<file path="config.mk">
export PLATFORM = sky130hd
export DESIGN_NAME = joystick_direction_and_button_events
export DESIGN_NICKNAME = d
export VERILOG_FILES = /design/src/sv/jsde_pkg.sv /design/src/sv/joystick_direction_and_button_events.sv /design/src/sv/jsde_dir_decode.sv /design/src/sv/jsde_button.sv
export SDC_FILE = /design/constraint.sdc
export NUM_CORES = 1
export LEC_CHECK = 0
export BUFFER_PORTS_ARGS = -buffer_cell sky130_fd_sc_hd__buf_2
export CAP_MARGIN = 15
export CORE_MARGIN = 2
export CORE_UTILIZATION = 58
export DETAILED_ROUTE_END_ITERATION = 8
export GPL_TIMING_DRIVEN = 0
export PLACE_DENSITY = 0.86
export SLEW_MARGIN = 25
export SYNTH_ARGS = -nofsm -noshare
export SYNTH_HDL_FRONTEND = slang
export SYNTH_SLANG_ARGS = --single-unit
</file>
<file path="constraint.sdc">
create_clock -name clk -period 8 [get_ports clk]
set_input_delay 0.4 -clock clk [delete_from_list [all_inputs] [get_ports clk]]
set_output_delay 0.4 -clock clk [all_outputs]
set_load 0.1 [all_outputs]
</file>
<file path="src/sv/jsde_pkg.sv">
package jsde_pkg;

  localparam int SampleBitsDefault = 12;
  localparam int CenterW = 12;
  localparam int RepeatW = 8;
  localparam int MsW = 16;
  localparam int TickW = 8;
  localparam int ApbAddrW = 5;
  localparam int ApbDataW = 32;

  localparam logic [CenterW-1:0] CenterLowReset = 12'd1700;
  localparam logic [CenterW-1:0] CenterHighReset = 12'd2400;
  localparam logic [RepeatW-1:0] RepeatPollsReset = 8'd7;
  localparam logic [MsW-1:0] PressMinReset = 16'd80;
  localparam logic [MsW-1:0] LongPressReset = 16'd800;
  localparam logic [TickW-1:0] TickMsReset = 8'd36;

  typedef enum logic [2:0] {
    REG_CENTER_LOW = 3'd0,
    REG_CENTER_HIGH = 3'd1,
    REG_REPEAT_POLLS = 3'd2,
    REG_PRESS_MIN = 3'd3,
    REG_LONG_PRESS = 3'd4,
    REG_TICK_MS = 3'd5
  } reg_idx_t;

  typedef enum logic [2:0] {
    DIR_CENTER = 3'd0,
    DIR_LEFT = 3'd1,
    DIR_RIGHT = 3'd2,
    DIR_UP = 3'd3,
    DIR_DOWN = 3'd4
  } dir_t;

  typedef enum logic [1:0] {
    BTN_NONE = 2'd0,
    BTN_PRESS = 2'd1,
    BTN_LONG = 2'd2
  } btn_ev_t;

  typedef struct packed {
    logic [MsW-1:0] press_min_ms;
    logic [MsW-1:0] long_hold_ms;
    logic [TickW-1:0] tick_ms;
  } btn_cfg_t;

endpackage

</file>
<file path="src/sv/joystick_direction_and_button_events.sv">
// Joystick direction and button event decoder.
// Input stream: one transaction per poll tick, carrying both stick samples and
// three button samples. Output stream: exactly one transaction per input, with
// a direction event (valid flag and code) and a button event.
// The result is registered at the edge that accepts the input, in the result
// register or, while that holds a waiting result, in the skid register.
// Throughput is one tick per cycle while s_axis_tready is high; the decode
// and the repeat and press-timer updates are combinational, ahead of the registers.
// A two-entry output (result register plus skid register) lets the block take
// one more transaction while a result waits; once both hold data, s_axis_tready
// drops until the receiver takes one. No result is dropped or repeated.
// Reset (synchronous, rst high) clears both output entries, sets the last
// direction to center, clears the repeat counter and the button state, and
// loads the register defaults. Registers sit on an APB port at byte address
// 4*index; the user must write them only while the stream is idle, unenforced.
module joystick_direction_and_button_events
  import jsde_pkg::*;
#(
  parameter int SAMPLE_BITS = SampleBitsDefault
) (
  input  logic                clk,
  input  logic                rst,
  input  logic                s_axis_tvalid,
  output logic                s_axis_tready,
  // [SB-1:0] x_sample, [2SB-1:SB] y_sample, [2SB] button_first,
  // [2SB+1] button_second, [2SB+2] button_third, rest zero
  input  logic [((2*SAMPLE_BITS+3+7)/8)*8-1:0] s_axis_tdata,
  output logic                m_axis_tvalid,
  input  logic                m_axis_tready,
  // [0] direction_valid, [3:1] direction, [5:4] button_event, [7:6] zero
  output logic [7:0]          m_axis_tdata,
  input  logic                psel,
  input  logic                penable,
  input  logic                pwrite,
  input  logic [ApbAddrW-1:0] paddr,
  input  logic [ApbDataW-1:0] pwdata,
  output logic [ApbDataW-1:0] prdata,
  output logic                pready
);

  localparam int SB = SAMPLE_BITS;

  logic [CenterW-1:0] center_low;
  logic [CenterW-1:0] center_high;
  logic [RepeatW-1:0] repeat_polls;
  btn_cfg_t btn_cfg;
  reg_idx_t reg_sel;
  logic cfg_write;

  assign pready = 1'b1;
  assign reg_sel = reg_idx_t'(paddr[ApbAddrW-1:2]);
  assign cfg_write = psel && penable && pwrite;

  always_ff @(posedge clk) begin
    if (rst) begin
      center_low <= CenterLowReset;
      center_high <= CenterHighReset;
      repeat_polls <= RepeatPollsReset;
      btn_cfg.press_min_ms <= PressMinReset;
      btn_cfg.long_hold_ms <= LongPressReset;
      btn_cfg.tick_ms <= TickMsReset;
    end else if (cfg_write) begin
      case (reg_sel)
        REG_CENTER_LOW: center_low <= pwdata[CenterW-1:0];
        REG_CENTER_HIGH: center_high <= pwdata[CenterW-1:0];
        REG_REPEAT_POLLS: repeat_polls <= pwdata[RepeatW-1:0];
        REG_PRESS_MIN: btn_cfg.press_min_ms <= pwdata[MsW-1:0];
        REG_LONG_PRESS: btn_cfg.long_hold_ms <= pwdata[MsW-1:0];
        REG_TICK_MS: btn_cfg.tick_ms <= pwdata[TickW-1:0];
        default: ;
      endcase
    end
  end

  always_comb begin
    case (reg_sel)
      REG_CENTER_LOW: prdata = ApbDataW'(center_low);
      REG_CENTER_HIGH: prdata = ApbDataW'(center_high);
      REG_REPEAT_POLLS: prdata = ApbDataW'(repeat_polls);
      REG_PRESS_MIN: prdata = ApbDataW'(btn_cfg.press_min_ms);
      REG_LONG_PRESS: prdata = ApbDataW'(btn_cfg.long_hold_ms);
      REG_TICK_MS: prdata = ApbDataW'(btn_cfg.tick_ms);
      default: prdata = '0;
    endcase
  end

  // Input transaction
  logic accept;
  logic [SB-1:0] x_sample;
  logic [SB-1:0] y_sample;

  assign accept = s_axis_tvalid && s_axis_tready;
  assign x_sample = s_axis_tdata[SB-1:0];
  assign y_sample = s_axis_tdata[2*SB-1:SB];

  dir_t dir_now;
  btn_ev_t button_event;

  jsde_dir_decode #(
    .SAMPLE_BITS(SAMPLE_BITS)
  ) u_dir_decode (
    .x_sample   (x_sample),
    .y_sample   (y_sample),
    .center_low (center_low),
    .center_high(center_high),
    .direction  (dir_now)
  );

  jsde_button u_button (
    .clk          (clk),
    .rst          (rst),
    .tick         (accept),
    .button_first (s_axis_tdata[2*SB]),
    .button_second(s_axis_tdata[2*SB+1]),
    .button_third (s_axis_tdata[2*SB+2]),
    .cfg          (btn_cfg),
    .button_event (button_event)
  );

  // Direction change and auto-repeat
  dir_t last_direction;
  dir_t last_direction_next;
  logic [RepeatW-1:0] repeat_counter;
  logic [RepeatW-1:0] repeat_counter_next;
  logic [RepeatW-1:0] repeat_inc;
  logic direction_valid;
  dir_t direction_out;

  always_comb begin
    repeat_inc = repeat_counter + RepeatW'(1);
    last_direction_next = last_direction;
    repeat_counter_next = repeat_counter;
    direction_valid = 1'b0;
    direction_out = DIR_CENTER;
    if (dir_now != last_direction) begin
      direction_valid = 1'b1;
      direction_out = dir_now;
      last_direction_next = dir_now;
      repeat_counter_next = '0;
    end else if (dir_now != DIR_CENTER) begin
      repeat_counter_next = repeat_inc;
      if (repeat_inc >= repeat_polls) begin
        direction_valid = 1'b1;
        direction_out = dir_now;
        repeat_counter_next = '0;
      end
    end
  end

  always_ff @(posedge clk) begin
    if (rst) begin
      last_direction <= DIR_CENTER;
      repeat_counter <= '0;
    end else if (accept) begin
      last_direction <= last_direction_next;
      repeat_counter <= repeat_counter_next;
    end
  end

  // Result register with skid entry
  logic [7:0] result;
  logic out_valid;
  logic [7:0] out_data;
  logic skid_valid;
  logic [7:0] skid_data;

  assign result = {2'b00, button_event, direction_out, direction_valid};
  assign s_axis_tready = !skid_valid;
  assign m_axis_tvalid = out_valid;
  assign m_axis_tdata = out_data;

  always_ff @(posedge clk) begin
    if (rst) begin
      out_valid <= 1'b0;
      skid_valid <= 1'b0;
    end else if (!out_valid || m_axis_tready) begin
      // drain the skid entry first to keep order
      out_valid <= skid_valid || accept;
      skid_valid <= 1'b0;
    end else if (accept) begin
      skid_valid <= 1'b1;
    end
  end

  always_ff @(posedge clk) begin
    if (!out_valid || m_axis_tready) begin
      out_data <= skid_valid ? skid_data : result;
    end else if (accept) begin
      skid_data <= result;
    end
  end

endmodule

</file>
<file path="src/sv/jsde_dir_decode.sv">
module jsde_dir_decode
  import jsde_pkg::*;
#(
  parameter int SAMPLE_BITS = SampleBitsDefault
) (
  input  logic [SAMPLE_BITS-1:0] x_sample,
  input  logic [SAMPLE_BITS-1:0] y_sample,
  input  logic [CenterW-1:0]     center_low,
  input  logic [CenterW-1:0]     center_high,
  output dir_t                   direction
);

  localparam int CmpW = (SAMPLE_BITS > CenterW) ? SAMPLE_BITS : CenterW;

  logic [CmpW-1:0] xe;
  logic [CmpW-1:0] ye;
  logic [CmpW-1:0] lo;
  logic [CmpW-1:0] hi;
  logic [CmpW-1:0] mid;
  logic [CenterW:0] mid_sum;
  logic signed [CmpW:0] dx;
  logic signed [CmpW:0] dy;
  logic [CmpW:0] ax;
  logic [CmpW:0] ay;
  logic in_zone;

  always_comb begin
    xe = CmpW'(x_sample);
    ye = CmpW'(y_sample);
    lo = CmpW'(center_low);
    hi = CmpW'(center_high);
    mid_sum = {1'b0, center_low} + {1'b0, center_high};
    mid = CmpW'(mid_sum[CenterW:1]);
    in_zone = (xe >= lo) && (xe <= hi) && (ye >= lo) && (ye <= hi);
    dx = $signed({1'b0, xe}) - $signed({1'b0, mid});
    dy = $signed({1'b0, ye}) - $signed({1'b0, mid});
    ax = dx[CmpW] ? $unsigned(-dx) : $unsigned(dx);
    ay = dy[CmpW] ? $unsigned(-dy) : $unsigned(dy);
    // ties go to the vertical axis
    if (in_zone) begin
      direction = DIR_CENTER;
    end else if (ax > ay) begin
      direction = dx[CmpW] ? DIR_LEFT : DIR_RIGHT;
    end else begin
      direction = dy[CmpW] ? DIR_UP : DIR_DOWN;
    end
  end

endmodule

</file>
<file path="src/sv/jsde_button.sv">
module jsde_button
  import jsde_pkg::*;
(
  input  logic     clk,
  input  logic     rst,
  input  logic     tick,
  input  logic     button_first,
  input  logic     button_second,
  input  logic     button_third,
  input  btn_cfg_t cfg,
  output btn_ev_t  button_event
);

  logic button_held;
  logic button_held_next;
  logic [MsW-1:0] held_time_ms;
  logic [MsW-1:0] held_time_ms_next;
  logic long_reported;
  logic long_reported_next;
  logic released;
  logic [MsW:0] time_sum;
  logic [MsW-1:0] time_sat;

  always_comb begin
    // majority of three, active low
    released = (button_first & button_second) | (button_first & button_third) |
               (button_second & button_third);
    time_sum = {1'b0, held_time_ms} + (MsW + 1)'(cfg.tick_ms);
    time_sat = time_sum[MsW] ? {MsW{1'b1}} : time_sum[MsW-1:0];

    button_held_next = button_held;
    held_time_ms_next = held_time_ms;
    long_reported_next = long_reported;
    button_event = BTN_NONE;

    if (!released && !button_held) begin
      button_held_next = 1'b1;
      held_time_ms_next = '0;
      long_reported_next = 1'b0;
    end else if (released && button_held) begin
      button_held_next = 1'b0;
      held_time_ms_next = time_sat;
      long_reported_next = 1'b0;
      if (time_sat >= cfg.press_min_ms) begin
        button_event = BTN_PRESS;
      end
    end else if (!released && button_held) begin
      held_time_ms_next = time_sat;
      if (!long_reported && time_sat >= cfg.long_hold_ms) begin
        button_event = BTN_LONG;
        long_reported_next = 1'b1;
      end
    end
  end

  always_ff @(posedge clk) begin
    if (rst) begin
      button_held <= 1'b0;
      held_time_ms <= '0;
      long_reported <= 1'b0;
    end else if (tick) begin
      button_held <= button_held_next;
      held_time_ms <= held_time_ms_next;
      long_reported <= long_reported_next;
    end
  end

endmodule
</file>
Word level (Yosys, flattened, before mapping)
Index checks and enable logic that the tools add are counted.
{ "word_totals": {"inputBits": 76, "word_cells": 110, "reg_bits": 115} }
{ "op_classes": {"reduce_logical": 36, "bitwise": 6, "n_addsub": 7, "muxes": 32, "n_eq_ne": 6, "magnitude_cmp": 8} }
{ "op_table": {"columns": ["op", "n"], "rows": [
  ["one-hot mux 16 bit (6 select lines)", 1],
  ["two-way mux 16 bit", 4],
  [">= comparator 16 bit", 2],
  ["two-way mux 13 bit", 2],
  ["negator 13 bit", 2],
  ["subtractor 12 x 12 -> 13 bit", 2],
  [">= comparator 12 bit", 2],
  ["less-or-equal comparator 12 bit", 2],
  ["two-way mux 8 bit", 3],
  ["AND reduction 2 bit", 11],
  ["two-way mux 3 bit", 6],
  ["adder 16 x 8 -> 17 bit", 1],
  ["adder 12 x 12 -> 13 bit", 1],
  ["> comparator 13 bit", 1],
  ["logical AND 1 bit", 10],
  ["two-way mux 1 bit", 10],
  ["two-way mux 2 bit", 5],
  ["nonzero test 3 bit", 3],
  ["adder 8 x 1 -> 8 bit, second input constant", 1],
  [">= comparator 8 bit", 1],
  ["== test 3 x 2 -> 1 bit, second input constant", 2],
  ["== test 3 bit, second input constant", 2],
  ["two-way mux 6 bit", 1],
  ["zero test 1 bit", 5],
  ["other kinds (10)", 15]
]} }

Logic depth before layout (Yosys ltp)
Gate-level depths: netlist (run 1).
{ "logic_depth": {"ltp_word": 11, "ltp_mapped": 32, "ltp_nobuf": 31} }

Cells and area by module
From an unflattened synthesis (run 1), not the netlist that was laid out.
{ "hier_totals": {"cells_unflattened": 1267, "hier_area_um2": 10448.8} }
{ "by_module_without_submodules": {"columns": ["module", "cells_each", "n_inst", "area_each_um2"], "rows": [
  ["joystick_direction_and_button_events", 520, 1, 4621.9],
  ["jsde_dir_decode", 437, 1, 3460.8],
  ["jsde_button", 310, 1, 2366.0]
]} }

Worst setup path before layout (run 1)
Ideal clock, no wire load.
{ "synth_path": {"path_kind": "register to register", "from": "register center_low[1]", "to": "register repeat_counter[4]", "required_ns": 7.927, "path_stages_with_launch": 30, "arrival_ns": 6.292, "setup_time_ns": 0.073, "setup_slack_ns": 1.635, "n_path_buf": 1, "cell_sequence": "dfxtp_1 > inv_1 > fa_1 > nor2b_4 > o21ai_0 > nand2b_1 > a21o_1 > a21oi_1 > xor2_1 > ha_1 > or2_2 > o311a_1 > o311ai_1 > o31ai_4 > a21oi_1 > xnor2_1 > or4_1 > ha_1 > a211oi_1 > nand2_1 > nor3_1 > o311ai_0 > and2_1 > a211oi_1 > o21ai_1 > a211oi_1 > o21ai_2 > or4_1 > buf_6 > o211ai_2"} }
{ "synth_via": {"elab_chain_cells": 10, "word_cells_on_any_way": 22, "classes_between": "5 x add/sub; 3 x order compare; 1 x eq/ne; 7 x mux; 6 x reduce/logical"} }
{ "synth_rtl": {"columns": ["element", "line", "rtl"], "rows": [
  ["start, declared", "joystick_direction_and_button_events.sv:43", "logic [CenterW-1:0] center_low;"],
  ["start signal, assigned", "joystick_direction_and_button_events.sv:56", "center_low <= CenterLowReset;"],
  ["start signal, assigned", "joystick_direction_and_button_events.sv:64", "REG_CENTER_LOW: center_low <= pwdata[CenterW-1:0];"],
  ["adder 12 x 12 -> 13 bit", "jsde_dir_decode.sv:32", "mid_sum = {1'b0, center_low} + {1'b0, center_high};"],
  ["subtractor 12 x 12 -> 13 bit (on tied branches)", "jsde_dir_decode.sv:35, jsde_dir_decode.sv:36", null],
  ["negator 13 bit (on tied branches)", "jsde_dir_decode.sv:37, jsde_dir_decode.sv:38", null],
  ["two-way mux 13 bit (on tied branches)", "jsde_dir_decode.sv:37, jsde_dir_decode.sv:38", null],
  ["> comparator 13 bit", "jsde_dir_decode.sv:42", "end else if (ax > ay) begin"],
  ["two-way mux 3 bit", "jsde_dir_decode.sv:42", null],
  ["two-way mux 3 bit (*)", "jsde_dir_decode.sv:40", "if (in_zone) begin"],
  ["inequality test 3 bit or nonzero test 3 bit (tied branches)", "joystick_direction_and_button_events.sv:135, joystick_direction_and_button_events.sv:140", null],
  ["nonzero test 2 bit (no source line)", null, null],
  ["AND reduction 2 bit (no source line)", null, null],
  ["end signal, assigned", "joystick_direction_and_button_events.sv:156", "repeat_counter <= repeat_counter_next;"],
  ["end, declared", "joystick_direction_and_button_events.sv:123", "logic [RepeatW-1:0] repeat_counter;"]
]} }
Mark *: on every way between the ends. The rest lies on a longest branch, timed or not.
A chain may end at the register's enable or synchronous reset.

Worst setup path after layout (run 1)
{ "layout_path": {"from": "register center_low[1]", "to": "register repeat_counter[2]"} }
The elaborated chain is that of the path after synthesis.

==> results of run 1 <==
-- registers in the layout, indices dropped and copies added, names as in the netlist --
signal / cells
btn_cfg: 40
u_button.held_time_ms: 16
center_high: 12
center_low: 12
repeat_counter: 8
repeat_polls: 8
m_axis_tdata: 6
skid_data: 6
last_direction: 3
m_axis_tvalid: 1
skid_valid: 1
u_button.button_held: 1
u_button.long_reported: 1
-- per-layer routing --
metal | vias to the layer above | routed length, um
li1 | 4686 | -
met4 | 0 | 1589
met1 | 4482 | 11500
met2 | 459 | 13890
met3 | 128 | 1870
met5 | - | 0
-- per-stage QoR --
stage          area [um2]  power, mW
2_1_floorplan       10080      1.339
3_3_place_gp        10730      1.513
3_5_place_dp        10740      1.538
4_1_cts             11350      2.313
5_1_grt             11380      2.440
6_report            11380      2.327
-- layout make-up --
class                           instances  area [um2]
Multi-Input combinational cell       1016        7043
Clock buffer                           17       425.4
Tap cell                              225       281.5
Buffer                                 59       300.3
Clock inverter                         15       183.9
Sequential cell                       115        2422
Inverter                               94       352.8
Timing Repair Buffer                   74       370.4
Fill cell                            1409        5737
-- synth_stat cells (all sizes together) (7+ instances only) --
master	n
inv	94
o31ai	9
edfxtp	12
buf	25
and3	10
and2	8
a21o	29
nor2b	22
o211ai	22
nand2	181
o21a	10
xnor2	36
or2	10
nor3	17
nand2b	21
a22oi	17
mux2i	27
nand3	14
xor2	22
o21ai	61
nor2	95
clkbuf	34
a31oi	9
o22ai	8
a21oi	118
ha	148
dfxtp	103
a211oi	8
nand4	14
nor4	7
-- logic make-up (layout without fill, tap and decap cells) --
family	Yosys count	count (layout)	synth area share [%]
fa+ha+maj	153	153	19.39
simple gates	422	422	19.76
xor+xnor	58	58	5.071
buf+inv	153	259	6.520
mux	34	34	3.710
compound gates	330	330	21.30
flops	115	115	24.18
other cells	2	19	0.07497
-- worst max-delay path, delay by kind of cell, from the launching register on --
kind            cells  cell delay [ns]
buf+inv             3             0.59
simple gates        8             1.98
compound gates     14             3.52
fa+ha+maj           3             0.94
flops               1             0.36
-- what timing repair did --
item | in CTS | in global routing
endpoints found under the setup margin | 0 | 15
endpoints found under the hold margin | 0 | 0
resized for setup | 0 | 4
-- worst max-delay path by stage --
stage	start	slack, ns	to
3_5_place_dp	center_low[1]	0.34	repeat_counter[5]
6_report	center_low[1]	0.54	repeat_counter[2]
4_1_cts	center_low[1]	0.29	repeat_counter[2]
2_1_floorplan	center_low[1]	1.64	repeat_counter[4]
5_1_grt	center_high[2]	0.02	repeat_counter[2]
3_3_place_gp	center_low[2]	0.43	repeat_counter[5]
-- power groups by stage --
stage               registers, mW  logic (mW)  clock network, mW
floorplan                   0.729       0.610                  0
global placement            0.658       0.855                  0
detailed placement          0.660       0.878                  0
CTS                         0.648       0.883              0.783
global route                0.652       0.974              0.813
finish                      0.648       0.892              0.787
==> flow_metrics.env, run 1 <==
export IMPL_yosys_warnings=0
export IMPL_vias=9755
export IMPL_grt_use_met3_pct=5.051
export IMPL_setup_ws_ns=0.5403
export IMPL_synth_cell_area_um2=10020
export IMPL_routed_wl_um=28850
export IMPL_wire_per_inst_um=17.86
export IMPL_async_flop_share_pct=0
export IMPL_drv_cap=0
export IMPL_endpoint_kind="flip-flop"
export IMPL_slew_headroom_pct=37.22
export IMPL_ir_worst_vdd_mv=0.1472
export IMPL_power_density_nw_per_um2=204.5
export IMPL_num_antenna_cells=0
export IMPL_switching_share_pct=38.66
export IMPL_clk_latency_ns=0.42
export IMPL_r2r_slack_ns=0.54
export IMPL_finalMaxSlewViolations=0
export IMPL_met1_usage_pct=36.04
export IMPL_initialDrtViolationCount=805
export IMPL_grt_use_met2_pct=56.60
export IMPL_clk_pin_slew_ns=0.06
export IMPL_layout_cells_most_common_list="nand2_1 (181), ha_1 (148), a21oi_1 (117)"
export IMPL_ys_types=81
export IMPL_rows=48
export IMPL_cts_buffers=17
export IMPL_critPathRequiredTime_ns=8.36
export IMPL_grt_max_degree=17
export IMPL_nets=1605
export IMPL_crit_slowest_cell="or4_1"
export IMPL_hold_path_class="primary input to flip-flop"
export IMPL_hold_depth=3
export IMPL_tightest_slew_ns=0.9339
export IMPL_grt_first_pass_wirelength_um=46030
export IMPL_start_util_pct=58.52
export IMPL_whs_ns=0.2205
export IMPL_ys_flop_type="dfxtp_1"
export IMPL_max_stage_delay_ns=0.52
export IMPL_postCtsSetupBuffers=0
export IMPL_synth_edf_count=12
export IMPL_yosysSeqAreaShare_pct=24.18
export IMPL_reg2reg_to="repeat_counter[2]"
export IMPL_syn_inst=1267
export IMPL_syn_to_final_growth_pct=13.60
export IMPL_p_comb_share_pct=38.3
export IMPL_crit_fanout=10
export IMPL_start_kind="flip-flop"
export IMPL_synth_top_area_share_pct=20.58
export IMPL_die_x_um=135.4
export IMPL_synth_seq_cells=115
export IMPL_crit_type="flip-flop to flip-flop"
export IMPL_switchingPower_mw=0.8995
export IMPL_synthTopCellsByArea="dfxtp_1 (21%), ha_1 (18%), nand2_1 (6.8%)"
export IMPL_setup_viol_count_final=0
export IMPL_cp_data_arrival_time_ns=7.82
export IMPL_die_area_um2=18340
export IMPL_hold_buffers=0
export IMPL_cts_tree="yes"
export IMPL_tns_ns=0
export IMPL_internal_power_mw=1.427
export IMPL_dp_hpwl_um=22410
export IMPL_core_um2=17120
export IMPL_power_frac_clock_pct=33.8
export IMPL_postSynthAreaPerCell_um2=7.906
export IMPL_cts_root_buf="clkbuf_16"
export IMPL_r2r_start="center_low[1]"
export IMPL_dp_slack_ns=0.3403
export IMPL_period_share_pct=93.25
export IMPL_rsz0062_at_grt="no"
export IMPL_fin_util_pct=66.48
export IMPL_drive_gt1_share_pct=12.09
export IMPL_gp_congestion=0.9378
export IMPL_p_seq_share_pct=27.9
export IMPL_finalNonFillerCells=1615
export IMPL_grt_pass1_vias=9733
export IMPL_firstDrtPassIters=6
export IMPL_via_per_inst=6.040
export IMPL_dp_cells=1583
export IMPL_layout_commonest_cell="nand2_1"
export IMPL_antenna_found_initial=0
export IMPL_post_synth_top_area_cell="dfxtp_1"
export IMPL_h_tree_depth=4
export IMPL_min_period_ns=7.460
export IMPL_whs_endpoint="btn_cfg[37]"
export IMPL_min_delay_start="pwdata[13]"
export IMPL_place_port_buffers=74
export IMPL_ctsLongestPathBuffers=2
export IMPL_skew_ns=0.007990
export IMPL_ant_nets=0
export IMPL_p_leak_nw=4.963
export IMPL_drc=0
export IMPL_grt_usage_pct=31.75
export IMPL_outcome="finished, final reports clean"
export IMPL_pin_count=119
export IMPL_max_freq_ghz=0.1341
export IMPL_hold_violations=0
export IMPL_chipHeight_um=135.4
export IMPL_clock_sinks=115
export IMPL_grt_ovfl_total=0
export IMPL_r2r_worst_path_cells=28
export IMPL_grt_busiest_layer="met2"
No activity file was read; power rests on OpenSTA's default activity.
==> inputs of run 2 (changes only) <==
PLACE_DENSITY = 0.85   (was 0.86)
==> flow_metrics.env, run 2 (synthesis gave the netlist of run 1 again) <==
export IMPL_endpoint_kind="flip-flop"
export IMPL_wl_met3_um=1690
export IMPL_p_seq_share_pct=27.3
export IMPL_gp_congestion=0.9318
export IMPL_grt_max_degree=17
export IMPL_layout_commonest_cell="nand2_1"
export IMPL_max_freq_ghz=0.1323
export IMPL_cts_tree="yes"
export IMPL_drive_gt1_share_pct=11.87
export IMPL_grt_pass1_vias=9460
export IMPL_dp_hpwl_um=22060
export IMPL_tightest_slew_ns=0.8974
export IMPL_layout_cells_most_common_list="nand2_1 (181), ha_1 (148), a21oi_1 (117)"
export IMPL_initialDrtViolationCount=736
export IMPL_die_area_um2=18340
export IMPL_rows=48
export IMPL_wl_met2_um=13590
export IMPL_antenna_found_initial=0
export IMPL_largest_reg_flops=40
export IMPL_hold_violations=0
export IMPL_drt_met1_wl_um=11310
export IMPL_skew_ns=0.006339
export IMPL_reg_top3="btn_cfg (40), u_button.held_time_ms (16)"
export IMPL_clk_pin_slew_ns=0.06
export IMPL_p_comb_share_pct=37.7
export IMPL_h_tree_depth=4
export IMPL_clk_latency_ns=0.42
export IMPL_power_density_nw_per_um2=208.1
export IMPL_dp_slack_ns=0.3269
export IMPL_period_share_pct=94.48
export IMPL_setup_ws_ns=0.4413
export IMPL_vias=9617
export IMPL_highest_layer="met4"
export IMPL_place_port_buffers=74
export IMPL_power_frac_clock_pct=34.9
export IMPL_die_x_um=135.4
export IMPL_cts_buffers=17
export IMPL_tns_ns=0
export IMPL_syn_to_final_growth_pct=13.79
export IMPL_routed_wl_um=27920
export IMPL_ant_nets=0
export IMPL_start_kind="flip-flop"
export IMPL_hold_path_class="primary input to flip-flop"
export IMPL_outcome="finished, final reports clean"
export IMPL_min_period_ns=7.559
export IMPL_nets=1605
export IMPL_finalMaxSlewViolations=0
export IMPL_wire_per_inst_um=17.29
export IMPL_max_flop_register="btn_cfg"
export IMPL_setup_viol_count_final=0
export IMPL_drv_cap=0
export IMPL_internal_power_mw=1.485
export IMPL_crit_fanout=10
export IMPL_postCtsSetupBuffers=0
export IMPL_switchingPower_mw=0.8867
export IMPL_cts_resized_gates=0
export IMPL_ctsLongestPathBuffers=2
export IMPL_hold_buffers=0
export IMPL_cp_data_arrival_time_ns=7.91
export IMPL_slew_headroom_pct=39.96
export IMPL_via_per_inst=5.955
export IMPL_nFillCells=1406
export IMPL_grt_ovfl_total=0
export IMPL_firstDrtPassIters=6
export IMPL_core_um2=17120
export IMPL_drc=0
export IMPL_grt_first_pass_wirelength_um=44820
export IMPL_grt_usage_pct=30.89
export IMPL_cts_root_buf="clkbuf_16"
export IMPL_ir_worst_vdd_mv=0.2036
export IMPL_switching_share_pct=37.38
export IMPL_critPathRequiredTime_ns=8.35
export IMPL_crit_type="flip-flop to flip-flop"
export IMPL_pin_count=119
export IMPL_rsz0062_at_grt="no"
export IMPL_clock_sinks=115
export IMPL_num_antenna_cells=0
export IMPL_chipHeight_um=135.4
export IMPL_start_util_pct=58.52
export IMPL_p_leak_nw=4.968
## run 2: cell count changes in the layout (fill, tap and decap cells not counted), sizes merged
cell,change
clkinv,-3
bufinv,+2
inv,-2
clkbuf,+1
clkinvlp,+2
## run 2: critical path, cell delays in order, from the launching register on
cell       delay, ns
dfxtp_1         0.41
ha_1            0.32
nor2b_4         0.16
o311a_4         0.34
o31ai_4         0.36
or2b_1          0.26
a21o_1          0.20
a21o_1          0.18
a21oi_1         0.26
ha_1            0.33
a21o_1          0.21
a2111oi_2       0.32
nor2_1          0.21
clkbuf_1        0.28
nor4_1          0.34
ha_1            0.33
a211oi_1        0.23
nand2_1         0.11
nor3_1          0.15
o311ai_0        0.23
and2_1          0.30
a211oi_1        0.40
o21ai_1         0.24
a211oi_1        0.33
o21ai_2         0.16
or4_1           0.52
buf_6           0.16
o211ai_2        0.14
## run 2: power by group through the flow
stage	Combinational, mW	Sequential (mW)	Clock (mW)
floorplan	0.610	0.729	0
global placement	0.855	0.659	0
detailed placement	0.880	0.660	0
CTS	0.886	0.648	0.830
global route	0.969	0.651	0.854
finish	0.895	0.649	0.829
## run 2: worst paths after layout
check,start,endpoint,slack [ns],cells after the start
setup / recovery,center_high[2],repeat_counter[4],0.44,27
hold / removal,pwdata[13],btn_cfg[21],0.22,3
setup reg to reg,center_high[2],repeat_counter[4],0.44,27
hold reg to reg,btn_cfg[12],btn_cfg[12],0.46,2
## run 2: area by class of cell
type                       instances  area (um2)  share of cell area, %
multi-input combinational       1016        7030                  61.68
sequential                       115        2422                  21.25
clock buffer                      18       429.2                  3.765
timing repair buffer              74       370.4                  3.249
inverter                          94       352.8                  3.096
buffer                            59       300.3                  2.634
tap                              225       281.5                  2.470
clock inverter                    14       211.5                  1.855
## run 2: per-stage QoR
stage | cells | power (mW) | cell area [um2] | util (%) | hold slack [ns]
after floorplan | 1284 | 1.339 | 10080 | - | 0.4363
after global placement | 1583 | 1.513 | 10730 | 62.70 | 0.4434
after detailed placement | 1583 | 1.540 | 10740 | 62.77 | 0.4477
after CTS | 1615 | 2.364 | 11380 | 66.51 | 0.2218
after global routing | 1615 | 2.474 | 11400 | 66.59 | 0.2364
final | 1615 | 2.372 | 11400 | 66.59 | 0.2242
## run 2: routing by layer
| metal | up-vias | track usage (%) |
|---|---|---|
| met5 | - | 0 |
| met4 | 0 | 15.91 |
| met3 | 104 | 4.901 |
| met2 | 365 | 55.19 |
| met1 | 4473 | 35.63 |
| li1 | 4675 | - |
